[config.mk]
export PLATFORM = sky130hd
export DESIGN_NAME = sync_frame_parser_fletcher
export DESIGN_NICKNAME = d
export VERILOG_FILES = /design/src/hdl/sfpf_pkg.sv /design/src/hdl/sfpf_cfg.sv /design/src/hdl/sfpf_parser.sv /design/src/hdl/sfpf_out_reg.sv /design/src/hdl/sync_frame_parser_fletcher.sv
export VERILOG_INCLUDE_DIRS = /design/src /design/src/hdl
export SDC_FILE = /design/constraint.sdc
export NUM_CORES = 1
export LEC_CHECK = 0
export ABC_AREA = 1
export BUFFER_PORTS_ARGS = -buffer_cell sky130_fd_sc_hd__buf_2
export CAP_MARGIN = 20
export CORE_MARGIN = 1.5
export CORE_UTILIZATION = 45
export CTS_BUF_LIST = sky130_fd_sc_hd__clkbuf_8
export DETAILED_ROUTE_END_ITERATION = 6
export PLACE_DENSITY = 0.64
export SKIP_LAST_GASP = 1
export SLEW_MARGIN = 0
export SYNTH_ARGS = -nofsm -noshare
export SYNTH_HDL_FRONTEND = slang
export SYNTH_HIERARCHICAL = 1
export SYNTH_SLANG_ARGS = --single-unit
[constraint.sdc]
create_clock -name i_clk -period 6.6 [get_ports i_clk]
set_clock_uncertainty 0.1 [all_clocks]
set_input_delay 0.33 -clock i_clk [delete_from_list [all_inputs] [get_ports i_clk]]
set_output_delay 0.33 -clock i_clk [all_outputs]
set_load 0.1 [all_outputs]
[src/hdl/sync_frame_parser_fletcher_defines.svh]
// assertion helpers used by the top-level parser file
`ifndef SYNC_FRAME_PARSER_FLETCHER_DEFINES_SVH
`define SYNC_FRAME_PARSER_FLETCHER_DEFINES_SVH

// same-cycle implication
`define SFPF_ASSERT_IMPLY(label, clk, rst_n, ante, cons) \
    label: assert property (@(posedge clk) disable iff (!rst_n) (ante) |-> (cons)) \
        else $error("same-cycle check failed");

// next-cycle implication
`define SFPF_ASSERT_NEXT(label, clk, rst_n, ante, cons) \
    label: assert property (@(posedge clk) disable iff (!rst_n) (ante) |=> (cons)) \
        else $error("next-cycle check failed");

`endif

[src/hdl/sfpf_pkg.sv]
package sfpf_pkg;

    typedef enum logic [3:0] {
        PH_SYNC1   = 4'd0,
        PH_SYNC2   = 4'd1,
        PH_SYNC3   = 4'd2,
        PH_RQID1   = 4'd3,
        PH_RQID2   = 4'd4,
        PH_RQID3   = 4'd5,
        PH_RQID4   = 4'd6,
        PH_LEN     = 4'd7,
        PH_ROWS    = 4'd8,
        PH_FLOATS  = 4'd9,
        PH_PAYLOAD = 4'd10,
        PH_CHECK1  = 4'd11,
        PH_CHECK2  = 4'd12
    } t_phase;

    typedef enum logic [1:0] {
        KIND_BYTE = 2'd0,
        KIND_GOOD = 2'd1,
        KIND_CSUM = 2'd2,
        KIND_LEN  = 2'd3
    } t_kind;

    // register indexes (byte address is 4 * index)
    localparam logic [2:0] REG_FIRST_SYNC  = 3'd0;
    localparam logic [2:0] REG_SECOND_SYNC = 3'd1;
    localparam logic [2:0] REG_CMD_MARKER  = 3'd2;
    localparam logic [2:0] REG_DUMP_MARKER = 3'd3;
    localparam logic [2:0] REG_DUMP_CODE   = 3'd4;

    localparam int ADDR_W = 5;
    localparam int LEN_W  = 18;

    typedef struct packed {
        logic [7:0] first_sync;
        logic [7:0] second_sync;
        logic [7:0] cmd_marker;
        logic [7:0] dump_marker;
        logic [7:0] dump_code;
    } t_cfg;

    typedef struct packed {
        t_kind             result_kind;
        logic              frame_type;
        logic [7:0]        byte_value;
        logic [7:0]        byte_index;
        logic [31:0]       request_tag;
        logic [LEN_W-1:0]  frame_length;
        logic [31:0]       error_total;
    } t_result;

endpackage

[src/hdl/sfpf_cfg.sv]
module sfpf_cfg (
    input  logic                        i_clk,
    input  logic                        i_rst_n,
    input  logic                        i_psel,
    input  logic                        i_penable,
    input  logic                        i_pwrite,
    input  logic [sfpf_pkg::ADDR_W-1:0] i_paddr,
    input  logic [31:0]                 i_pwdata,
    output logic [31:0]                 o_prdata,
    output logic                        o_pready,
    output sfpf_pkg::t_cfg              o_cfg
);

    sfpf_pkg::t_cfg r_cfg;
    logic [2:0]     reg_idx;
    logic           wr_en;
    logic [7:0]     rd_byte;

    assign reg_idx  = i_paddr[sfpf_pkg::ADDR_W-1:2];
    assign o_pready = 1'b1;
    assign wr_en    = i_psel && i_penable && i_pwrite && o_pready;

    always_ff @(posedge i_clk) begin
        if (!i_rst_n) begin
            r_cfg.first_sync  <= 8'd65;
            r_cfg.second_sync <= 8'd113;
            r_cfg.cmd_marker  <= 8'd67;
            r_cfg.dump_marker <= 8'd70;
            r_cfg.dump_code   <= 8'd0;
        end else if (wr_en) begin
            case (reg_idx)
                sfpf_pkg::REG_FIRST_SYNC:  r_cfg.first_sync  <= i_pwdata[7:0];
                sfpf_pkg::REG_SECOND_SYNC: r_cfg.second_sync <= i_pwdata[7:0];
                sfpf_pkg::REG_CMD_MARKER:  r_cfg.cmd_marker  <= i_pwdata[7:0];
                sfpf_pkg::REG_DUMP_MARKER: r_cfg.dump_marker <= i_pwdata[7:0];
                sfpf_pkg::REG_DUMP_CODE:   r_cfg.dump_code   <= i_pwdata[7:0];
                default: ;
            endcase
        end
    end

    always_comb begin
        case (reg_idx)
            sfpf_pkg::REG_FIRST_SYNC:  rd_byte = r_cfg.first_sync;
            sfpf_pkg::REG_SECOND_SYNC: rd_byte = r_cfg.second_sync;
            sfpf_pkg::REG_CMD_MARKER:  rd_byte = r_cfg.cmd_marker;
            sfpf_pkg::REG_DUMP_MARKER: rd_byte = r_cfg.dump_marker;
            sfpf_pkg::REG_DUMP_CODE:   rd_byte = r_cfg.dump_code;
            default:                   rd_byte = 8'd0;
        endcase
    end

    assign o_prdata = {24'd0, rd_byte};
    assign o_cfg    = r_cfg;

endmodule

[src/hdl/sfpf_parser.sv]
module sfpf_parser #(
    parameter int BUFFER_BYTES = 256
) (
    input  logic              i_clk,
    input  logic              i_rst_n,
    input  sfpf_pkg::t_cfg    i_cfg,
    input  logic              i_step,
    input  logic [7:0]        i_byte,
    output logic              o_emit,
    output sfpf_pkg::t_result o_result
);

    localparam int FILL_W = $clog2(BUFFER_BYTES + 1);
    localparam logic [sfpf_pkg::LEN_W-1:0] BUF_LEN = sfpf_pkg::LEN_W'(BUFFER_BYTES);

    sfpf_pkg::t_phase              r_phase, n_phase;
    logic [7:0]                    r_sum_a, n_sum_a;
    logic [7:0]                    r_sum_b, n_sum_b;
    logic [31:0]                   r_request, n_request;
    logic [sfpf_pkg::LEN_W-1:0]    r_exp_len, n_exp_len;
    logic [FILL_W-1:0]             r_fill, n_fill;
    logic                          r_is_dump, n_is_dump;
    logic [31:0]                   r_fail_cnt, n_fail_cnt;

    logic [7:0]                    add_a, add_b;
    logic [15:0]                   rows_floats;
    logic [sfpf_pkg::LEN_W-1:0]    dump_len;
    logic [FILL_W-1:0]             fill_inc;
    sfpf_pkg::t_kind               res_kind;
    logic [7:0]                    res_value;
    logic [7:0]                    res_index;
    logic [sfpf_pkg::LEN_W-1:0]    res_len;

    // running fletcher-style sums, modulo 256, with this byte folded in
    assign add_a       = r_sum_a + i_byte;
    assign add_b       = r_sum_b + add_a;
    assign rows_floats = r_exp_len[7:0] * i_byte;
    assign dump_len    = sfpf_pkg::LEN_W'({rows_floats, 2'b00}) + sfpf_pkg::LEN_W'(3);
    assign fill_inc    = r_fill + FILL_W'(1);

    always_comb begin
        n_phase    = r_phase;
        n_sum_a    = r_sum_a;
        n_sum_b    = r_sum_b;
        n_request  = r_request;
        n_exp_len  = r_exp_len;
        n_fill     = r_fill;
        n_is_dump  = r_is_dump;
        n_fail_cnt = r_fail_cnt;
        o_emit     = 1'b0;
        res_kind   = sfpf_pkg::KIND_BYTE;
        res_value  = 8'd0;
        res_index  = 8'd0;
        res_len    = r_exp_len;
        case (r_phase)
            sfpf_pkg::PH_SYNC2: begin
                n_phase = (i_byte == i_cfg.second_sync) ? sfpf_pkg::PH_SYNC3
                                                        : sfpf_pkg::PH_SYNC1;
            end
            sfpf_pkg::PH_SYNC3: begin
                n_sum_a = 8'd0;
                n_sum_b = 8'd0;
                // command marker wins when both markers match
                if (i_byte == i_cfg.cmd_marker) begin
                    n_is_dump = 1'b0;
                    n_exp_len = '0;
                    n_phase   = sfpf_pkg::PH_RQID1;
                end else if (i_byte == i_cfg.dump_marker) begin
                    n_is_dump = 1'b1;
                    n_exp_len = '0;
                    n_fill    = FILL_W'(1);
                    n_phase   = sfpf_pkg::PH_ROWS;
                    o_emit    = 1'b1;
                    res_value = i_cfg.dump_code;
                    res_len   = '0;
                end else begin
                    n_phase = sfpf_pkg::PH_SYNC1;
                end
            end
            sfpf_pkg::PH_RQID1: begin
                n_sum_a   = add_a;
                n_sum_b   = add_b;
                n_request = {r_request[31:8], i_byte};
                n_phase   = sfpf_pkg::PH_RQID2;
            end
            sfpf_pkg::PH_RQID2: begin
                n_sum_a   = add_a;
                n_sum_b   = add_b;
                n_request = {r_request[31:16], i_byte, r_request[7:0]};
                n_phase   = sfpf_pkg::PH_RQID3;
            end
            sfpf_pkg::PH_RQID3: begin
                n_sum_a   = add_a;
                n_sum_b   = add_b;
                n_request = {r_request[31:24], i_byte, r_request[15:0]};
                n_phase   = sfpf_pkg::PH_RQID4;
            end
            sfpf_pkg::PH_RQID4: begin
                n_sum_a   = add_a;
                n_sum_b   = add_b;
                n_request = {i_byte, r_request[23:0]};
                n_phase   = sfpf_pkg::PH_LEN;
            end
            sfpf_pkg::PH_LEN: begin
                n_sum_a   = add_a;
                n_sum_b   = add_b;
                n_exp_len = sfpf_pkg::LEN_W'(i_byte);
                n_fill    = '0;
                if (i_byte == 8'd0 || sfpf_pkg::LEN_W'(i_byte) > BUF_LEN) begin
                    n_phase  = sfpf_pkg::PH_SYNC1;
                    o_emit   = 1'b1;
                    res_kind = sfpf_pkg::KIND_LEN;
                    res_len  = sfpf_pkg::LEN_W'(i_byte);
                end else begin
                    n_phase = sfpf_pkg::PH_PAYLOAD;
                end
            end
            sfpf_pkg::PH_ROWS: begin
                n_sum_a   = add_a;
                n_sum_b   = add_b;
                n_exp_len = sfpf_pkg::LEN_W'(i_byte);
                n_fill    = FILL_W'(2);
                n_phase   = sfpf_pkg::PH_FLOATS;
                o_emit    = 1'b1;
                res_value = i_byte;
                res_index = 8'd1;
                res_len   = '0;
            end
            sfpf_pkg::PH_FLOATS: begin
                n_sum_a   = add_a;
                n_sum_b   = add_b;
                n_exp_len = dump_len;
                n_fill    = FILL_W'(3);
                o_emit    = 1'b1;
                res_len   = dump_len;
                // no float bytes, or more than the buffer holds
                if (dump_len <= sfpf_pkg::LEN_W'(3) || dump_len > BUF_LEN) begin
                    n_phase  = sfpf_pkg::PH_SYNC1;
                    res_kind = sfpf_pkg::KIND_LEN;
                end else begin
                    n_phase   = sfpf_pkg::PH_PAYLOAD;
                    res_value = i_byte;
                    res_index = 8'd2;
                end
            end
            sfpf_pkg::PH_PAYLOAD: begin
                n_sum_a   = add_a;
                n_sum_b   = add_b;
                n_fill    = fill_inc;
                if (sfpf_pkg::LEN_W'(fill_inc) >= r_exp_len) begin
                    n_phase = sfpf_pkg::PH_CHECK1;
                end
                o_emit    = 1'b1;
                res_value = i_byte;
                res_index = 8'(r_fill);
            end
            sfpf_pkg::PH_CHECK1: begin
                if (i_byte == r_sum_a) begin
                    n_phase = sfpf_pkg::PH_CHECK2;
                end else begin
                    n_phase    = sfpf_pkg::PH_SYNC1;
                    n_fail_cnt = r_fail_cnt + 32'd1;
                    o_emit     = 1'b1;
                    res_kind   = sfpf_pkg::KIND_CSUM;
                end
            end
            sfpf_pkg::PH_CHECK2: begin
                n_phase = sfpf_pkg::PH_SYNC1;
                o_emit  = 1'b1;
                if (i_byte == r_sum_b) begin
                    res_kind = sfpf_pkg::KIND_GOOD;
                end else begin
                    n_fail_cnt = r_fail_cnt + 32'd1;
                    res_kind   = sfpf_pkg::KIND_CSUM;
                end
            end
            default: begin
                // hunting for the first sync byte, unused codes land here too
                n_phase = (i_byte == i_cfg.first_sync) ? sfpf_pkg::PH_SYNC2
                                                       : sfpf_pkg::PH_SYNC1;
            end
        endcase
    end

    always_comb begin
        o_result.result_kind  = res_kind;
        o_result.frame_type   = n_is_dump;
        o_result.byte_value   = res_value;
        o_result.byte_index   = res_index;
        o_result.request_tag  = n_is_dump ? 32'd0 : n_request;
        o_result.frame_length = res_len;
        o_result.error_total  = n_fail_cnt;
    end

    always_ff @(posedge i_clk) begin
        if (!i_rst_n) begin
            r_phase    <= sfpf_pkg::PH_SYNC1;
            r_sum_a    <= 8'd0;
            r_sum_b    <= 8'd0;
            r_request  <= 32'd0;
            r_exp_len  <= '0;
            r_fill     <= '0;
            r_is_dump  <= 1'b0;
            r_fail_cnt <= 32'd0;
        end else if (i_step) begin
            r_phase    <= n_phase;
            r_sum_a    <= n_sum_a;
            r_sum_b    <= n_sum_b;
            r_request  <= n_request;
            r_exp_len  <= n_exp_len;
            r_fill     <= n_fill;
            r_is_dump  <= n_is_dump;
            r_fail_cnt <= n_fail_cnt;
        end
    end

endmodule

[src/hdl/sfpf_out_reg.sv]
module sfpf_out_reg (
    input  logic              i_clk,
    input  logic              i_rst_n,
    input  logic              i_load,
    input  sfpf_pkg::t_result i_result,
    output logic              o_can_load,
    output logic              o_valid,
    input  logic              i_ready,
    output sfpf_pkg::t_result o_result
);

    logic              r_valid;
    sfpf_pkg::t_result r_result;

    // a waiting result is replaced in the same cycle it is taken
    assign o_can_load = !r_valid || i_ready;

    always_ff @(posedge i_clk) begin
        if (!i_rst_n) begin
            r_valid <= 1'b0;
        end else if (i_load) begin
            r_valid <= 1'b1;
        end else if (i_ready) begin
            r_valid <= 1'b0;
        end
    end

    always_ff @(posedge i_clk) begin
        if (i_load) begin
            r_result <= i_result;
        end
    end

    assign o_valid  = r_valid;
    assign o_result = r_result;

endmodule

[src/hdl/sync_frame_parser_fletcher.sv]
// path: a byte is held in the input register on transfer, and the parser step loads
// its result into the result register once that register can take it
// throughput: one byte per cycle, the parser step being combinational between the two
// registers; a result waiting on the master side and not taken holds the input register
// reset: synchronous active-low i_rst_n; parser hunts for the first sync byte,
// sums, request id, length and error count are cleared, valid flags and config take reset values
`include "sync_frame_parser_fletcher_defines.svh"

module sync_frame_parser_fletcher #(
    parameter int BUFFER_BYTES = 256
) (
    input  logic                        i_clk,
    input  logic                        i_rst_n,
    // slave side
    input  logic                        i_s_tvalid,
    output logic                        o_s_tready,
    input  logic [7:0]                  i_s_tdata,   // [7:0] rx_byte
    // master side
    output logic                        o_m_tvalid,
    input  logic                        i_m_tready,
    // [7:0] byte_value, [15:8] byte_index, [47:16] request_tag,
    // [65:48] frame_length, [97:66] error_total, [103:98] zero
    output logic [103:0]                o_m_tdata,
    output logic [2:0]                  o_m_tuser,   // [1:0] result_kind, [2] frame_type
    // configuration
    input  logic                        i_psel,
    input  logic                        i_penable,
    input  logic                        i_pwrite,
    input  logic [sfpf_pkg::ADDR_W-1:0] i_paddr,
    input  logic [31:0]                 i_pwdata,
    output logic [31:0]                 o_prdata,
    output logic                        o_pready
);

    localparam logic [sfpf_pkg::LEN_W-1:0] BUF_LEN = sfpf_pkg::LEN_W'(BUFFER_BYTES);

    sfpf_pkg::t_cfg    cfg;
    sfpf_pkg::t_result step_result;
    sfpf_pkg::t_result out_result;
    logic              step_emit;
    logic              can_load;
    logic              advance;
    logic              r_in_valid;
    logic [7:0]        r_in_byte;
    logic              out_is_payload;
    logic              out_is_end;
    logic              out_len_ok;
    logic              out_pos_zero;

    sfpf_cfg u_cfg (
        .i_clk     (i_clk),
        .i_rst_n   (i_rst_n),
        .i_psel    (i_psel),
        .i_penable (i_penable),
        .i_pwrite  (i_pwrite),
        .i_paddr   (i_paddr),
        .i_pwdata  (i_pwdata),
        .o_prdata  (o_prdata),
        .o_pready  (o_pready),
        .o_cfg     (cfg)
    );

    // held byte moves on once the result register can take its result
    assign advance    = r_in_valid && can_load;
    assign o_s_tready = !r_in_valid || advance;

    always_ff @(posedge i_clk) begin
        if (!i_rst_n) begin
            r_in_valid <= 1'b0;
        end else if (o_s_tready) begin
            r_in_valid <= i_s_tvalid;
        end
    end

    always_ff @(posedge i_clk) begin
        if (i_s_tvalid && o_s_tready) begin
            r_in_byte <= i_s_tdata;
        end
    end

    sfpf_parser #(
        .BUFFER_BYTES (BUFFER_BYTES)
    ) u_parser (
        .i_clk    (i_clk),
        .i_rst_n  (i_rst_n),
        .i_cfg    (cfg),
        .i_step   (advance),
        .i_byte   (r_in_byte),
        .o_emit   (step_emit),
        .o_result (step_result)
    );

    sfpf_out_reg u_out (
        .i_clk      (i_clk),
        .i_rst_n    (i_rst_n),
        .i_load     (advance && step_emit),
        .i_result   (step_result),
        .o_can_load (can_load),
        .o_valid    (o_m_tvalid),
        .i_ready    (i_m_tready),
        .o_result   (out_result)
    );

    assign o_m_tdata = {6'd0,
                        out_result.error_total,
                        out_result.frame_length,
                        out_result.request_tag,
                        out_result.byte_index,
                        out_result.byte_value};
    assign o_m_tuser = {out_result.frame_type, out_result.result_kind};

    assign out_is_payload = o_m_tvalid && out_result.result_kind == sfpf_pkg::KIND_BYTE;
    assign out_is_end     = o_m_tvalid && out_result.result_kind != sfpf_pkg::KIND_BYTE;
    assign out_len_ok     = out_result.frame_length <= BUF_LEN;
    assign out_pos_zero   = out_result.byte_value == 8'd0 && out_result.byte_index == 8'd0;

    `SFPF_ASSERT_IMPLY(a_ready_when_empty, i_clk, i_rst_n, !o_m_tvalid, o_s_tready)

    `SFPF_ASSERT_NEXT(a_transfer_held, i_clk, i_rst_n, i_s_tvalid && o_s_tready, r_in_valid)

    `SFPF_ASSERT_IMPLY(a_payload_len_bound, i_clk, i_rst_n, out_is_payload, out_len_ok)

    `SFPF_ASSERT_IMPLY(a_end_fields_zero, i_clk, i_rst_n, out_is_end, out_pos_zero)

endmodule

==> results.cfg <==
[yosys]
yosysSeqAreaShare_pct = 39.12
synth_seq_cells = 263
synthFlopType = dfxtp_1
synth_edf_count = 109
netlist.area_leader.share_pct = 20.14
synth.avg_cell_area_um2 = 7.723
ys_async_sr_fraction_pct = 0
synth_warnings = 6
synth_area_leaders = edfxtp_1 (20%), dfxtp_1 (19%), nand2_1 (11%), inv_1 (7.6%), ha_1 (4.7%)
syn_area_um2 = 16250
synth_top_area_cell = edfxtp_1
postSynthCellCount = 2104
yosysUniqueCellTypes = 59

[worst_hold_path]
min_path_type = primary input to flip-flop
hold_depth = 5
hold_start = i_pwdata[3]
min_to = u_cfg/o_cfg[11]

[placement]
placed_cell_area_um2 = 17030
place.gp.congestion = 0.9079
numPortBuffers = 136
dp_hpwl_um = 29890

[routing]
drt-wirelength-per-cell_um = 15.44
wl_um = 42140
route.met3.wl_um = 2478
wl_met2_um = 19420
drt_iter0_drc = 1081
drcViolationCount = 0
vias_per_cell = 5.079
highest_layer = met4
firstDrtPassIters = 5
via_count = 13860
postRouteAntennaNets = 0
met1_length_um = 19140

[setup_path]
r2r_end = u_out/o_result[97]
reg2reg_depth = 22
cp_data_required_time_ns = 6.99
worstSetupPathType = flip-flop to flip-flop
worstPathArrival_ns = 5.78
crit_path_start_kind = flip-flop
crit_fanout = 12
r2r_start = u_parser/r_exp_len[0]
worstSetupEndpointType = flip-flop
rrSetupSlack_ns = 1.21

[final_layout]
final_cell_mix = nand2_1 (461), inv_1 (348), nor2_1 (187)
stdcell_area_um2 = 18200
nNetsFinal = 2379
fillers = 3478
synthToLayoutAreaGrowth_pct = 11.98
final_common_cell = nand2_1
n_antenna_cell = 0
drive_above_1_share_pct = 14.07

[clocking]
clk_path_buf_depth = 3
cts_tree = done
clk_latency_ns = 0.64
clkSinkCount = 263
cts.hold.buffers_added = 17
cts_root_buf = clkbuf_8
cts_resized = 0
cts_buffers = 48
cts_setup_buffers = 0
path_clk_slew_ns = 0.07
htreeDepth = 2

[timing]
worst_pin_slew_ns = 1.036
slew_headroom_pct = 30.71
fin_crit_ns = 5.386
fin_crit_sh_pct = 81.60
hold_viol_final = 0
tns_ns = 0
slew_violations = 0
setup-violations-final = 0
max_freq_ghz = 0.1857
rsz0062_at_grt = no

[power]
powerDensity_nw_per_um2 = 205.8
p_leak_nw = 8.713
power_mw = 3.744
vdd_drop_max_v = 0.0001689

[floorplanning]
die_w_um = 193.0
io_pins = 194
initial_core_util_pct = 45.68
dieArea_um2 = 37260
core_um2 = 35570
die_h_um = 193.0
row_count = 69

[run_status]
run_status = complete, no violations

[global_route]
grt_max_degree = 87
track_usage_pct = 22.99
antenna_found_initial = 0
overflow = 0
grt_first_pass_wirelength_um = 67450
grt_pass1_vias = 13100

[run]
max_cap_viol_count = 0
## Yosys cell counts (5+ instances only)
| library cell | count |
|---|---|
| ha_1 | 61 |
| fa_1 | 38 |
| o22ai_1 | 14 |
| nor2_2 | 18 |
| a211oi_2 | 7 |
| o211ai_1 | 33 |
| buf_4 | 42 |
| nand3_1 | 105 |
| buf_6 | 9 |
| a21oi_1 | 122 |
| nor3_2 | 7 |
| nor2_1 | 188 |
| nor4_1 | 7 |
| buf_1 | 9 |
| o21ai_0 | 66 |
| clkbuf_1 | 40 |
| o21ai_2 | 5 |
| o21ai_1 | 51 |
| nand4_1 | 43 |
| inv_2 | 21 |
| xor2_1 | 24 |
| edfxtp_1 | 109 |
| xnor2_1 | 31 |
| nand2_2 | 9 |
| inv_1 | 330 |
| nor2_4 | 13 |
| nand2_1 | 461 |
| dfxtp_1 | 154 |
| buf_2 | 20 |
| or2_1 | 6 |
| nor3_1 | 16 |
## critical path: stages (launching register included)
cell and delay, ns:
dfxtp_1 0.65, nand2_1 0.16, fa_1 0.54, fa_1 0.55
inv_1 0.05, fa_1 0.54, inv_1 0.06, fa_1 0.52
inv_1 0.04, ha_1 0.35, nand2_1 0.08, nand2_1 0.08
a21oi_1 0.19, nand2_1 0.10, nand2_1 0.08, nand2_1 0.05
nand2_1 0.05, nand2_1 0.09, nor2_1 0.14, nand4_1 0.33
o21ai_2 0.31, nand2_1 0.09, nand2_1 0.08
## worst max path at each step
stage,startpoint,cells after the start,endpoint
after detailed placement,u_parser/r_exp_len[0],20,u_out/o_result[95]
after CTS,u_parser/r_exp_len[0],22,u_out/o_result[97]
after floorplan,r_in_byte[1],14,u_out/o_valid
final,u_parser/r_exp_len[0],22,u_out/o_result[97]
after global placement,u_parser/r_exp_len[0],22,u_out/o_result[95]
after global routing,u_parser/r_exp_len[0],21,u_out/o_result[96]
## per-stage QoR
step / hold slack (ns) / instances / worst slack, ns / util [%]
3_5_place_dp: 0.3519 / 2622 / 1.259 / 47.88
4_1_cts: 0.008249 / 2729 / 1.217 / 51.16
6_report: 0.05113 / 2729 / 1.214 / 51.16
2_1_floorplan: 0.3289 / 2132 / 0.1351 / -
3_3_place_gp: 0.3482 / 2622 / 1.301 / 47.88
5_1_grt: 0.06199 / 2729 / 0.8194 / 51.16
## layer usage
layer  global-route usage, %  vias to the layer above
met1                   30.60                     6424
met5                       0                        -
met4                   7.544                        0
met3                   4.109                       75
li1                        -                     6949
met2                   37.80                      412
## area by class of cell
cell class              instances  area (um^2)  share of cell area (%)
inverters                     354         1334                   7.330
clock buffers                  53        729.5                   4.009
clock inverters                37        267.8                   1.471
well taps                     461        576.8                   3.170
flip-flops and latches        263         6356                   34.93
repair buffers                166        960.9                   5.281
multi-input cells            1395         7971                   43.81
## registers in the layout, indices dropped and copies added (netlist names)
| register | cells |
|---|---|
| u_parser/r_is_dump | 1 |
| u_parser/r_sum_a | 8 |
| u_parser/r_fill | 9 |
| u_out/o_result | 101 |
| u_parser/r_sum_b | 8 |
| u_parser/r_phase | 4 |
| u_out/o_valid | 1 |
| u_parser/r_fail_cnt | 32 |
| u_parser/r_request | 32 |
| u_parser/r_exp_len | 18 |
| u_cfg/o_cfg | 40 |
| r_in_valid | 1 |
| r_in_byte | 8 |
## power by group
part / total [mW] / leakage, nW / switching [mW] / internal (mW)
sequential: 1.76 / 2.24 / 0.0358 / 1.72
clock: 1.62 / 0.581 / 0.720 / 0.897
combinational: 0.369 / 5.89 / 0.281 / 0.0878
## cells by family after synthesis
family / share of synthesized area [%]
other: 0.06930
adders and majority gates: 9.379
and+or+nand+nor: 24.40
xor gates and xnor gates: 3.065
buffers and inverters: 12.52
DFF: 39.12
AOI/OAI and AO/OA: 11.45
(Power assumes the default switching activity.)
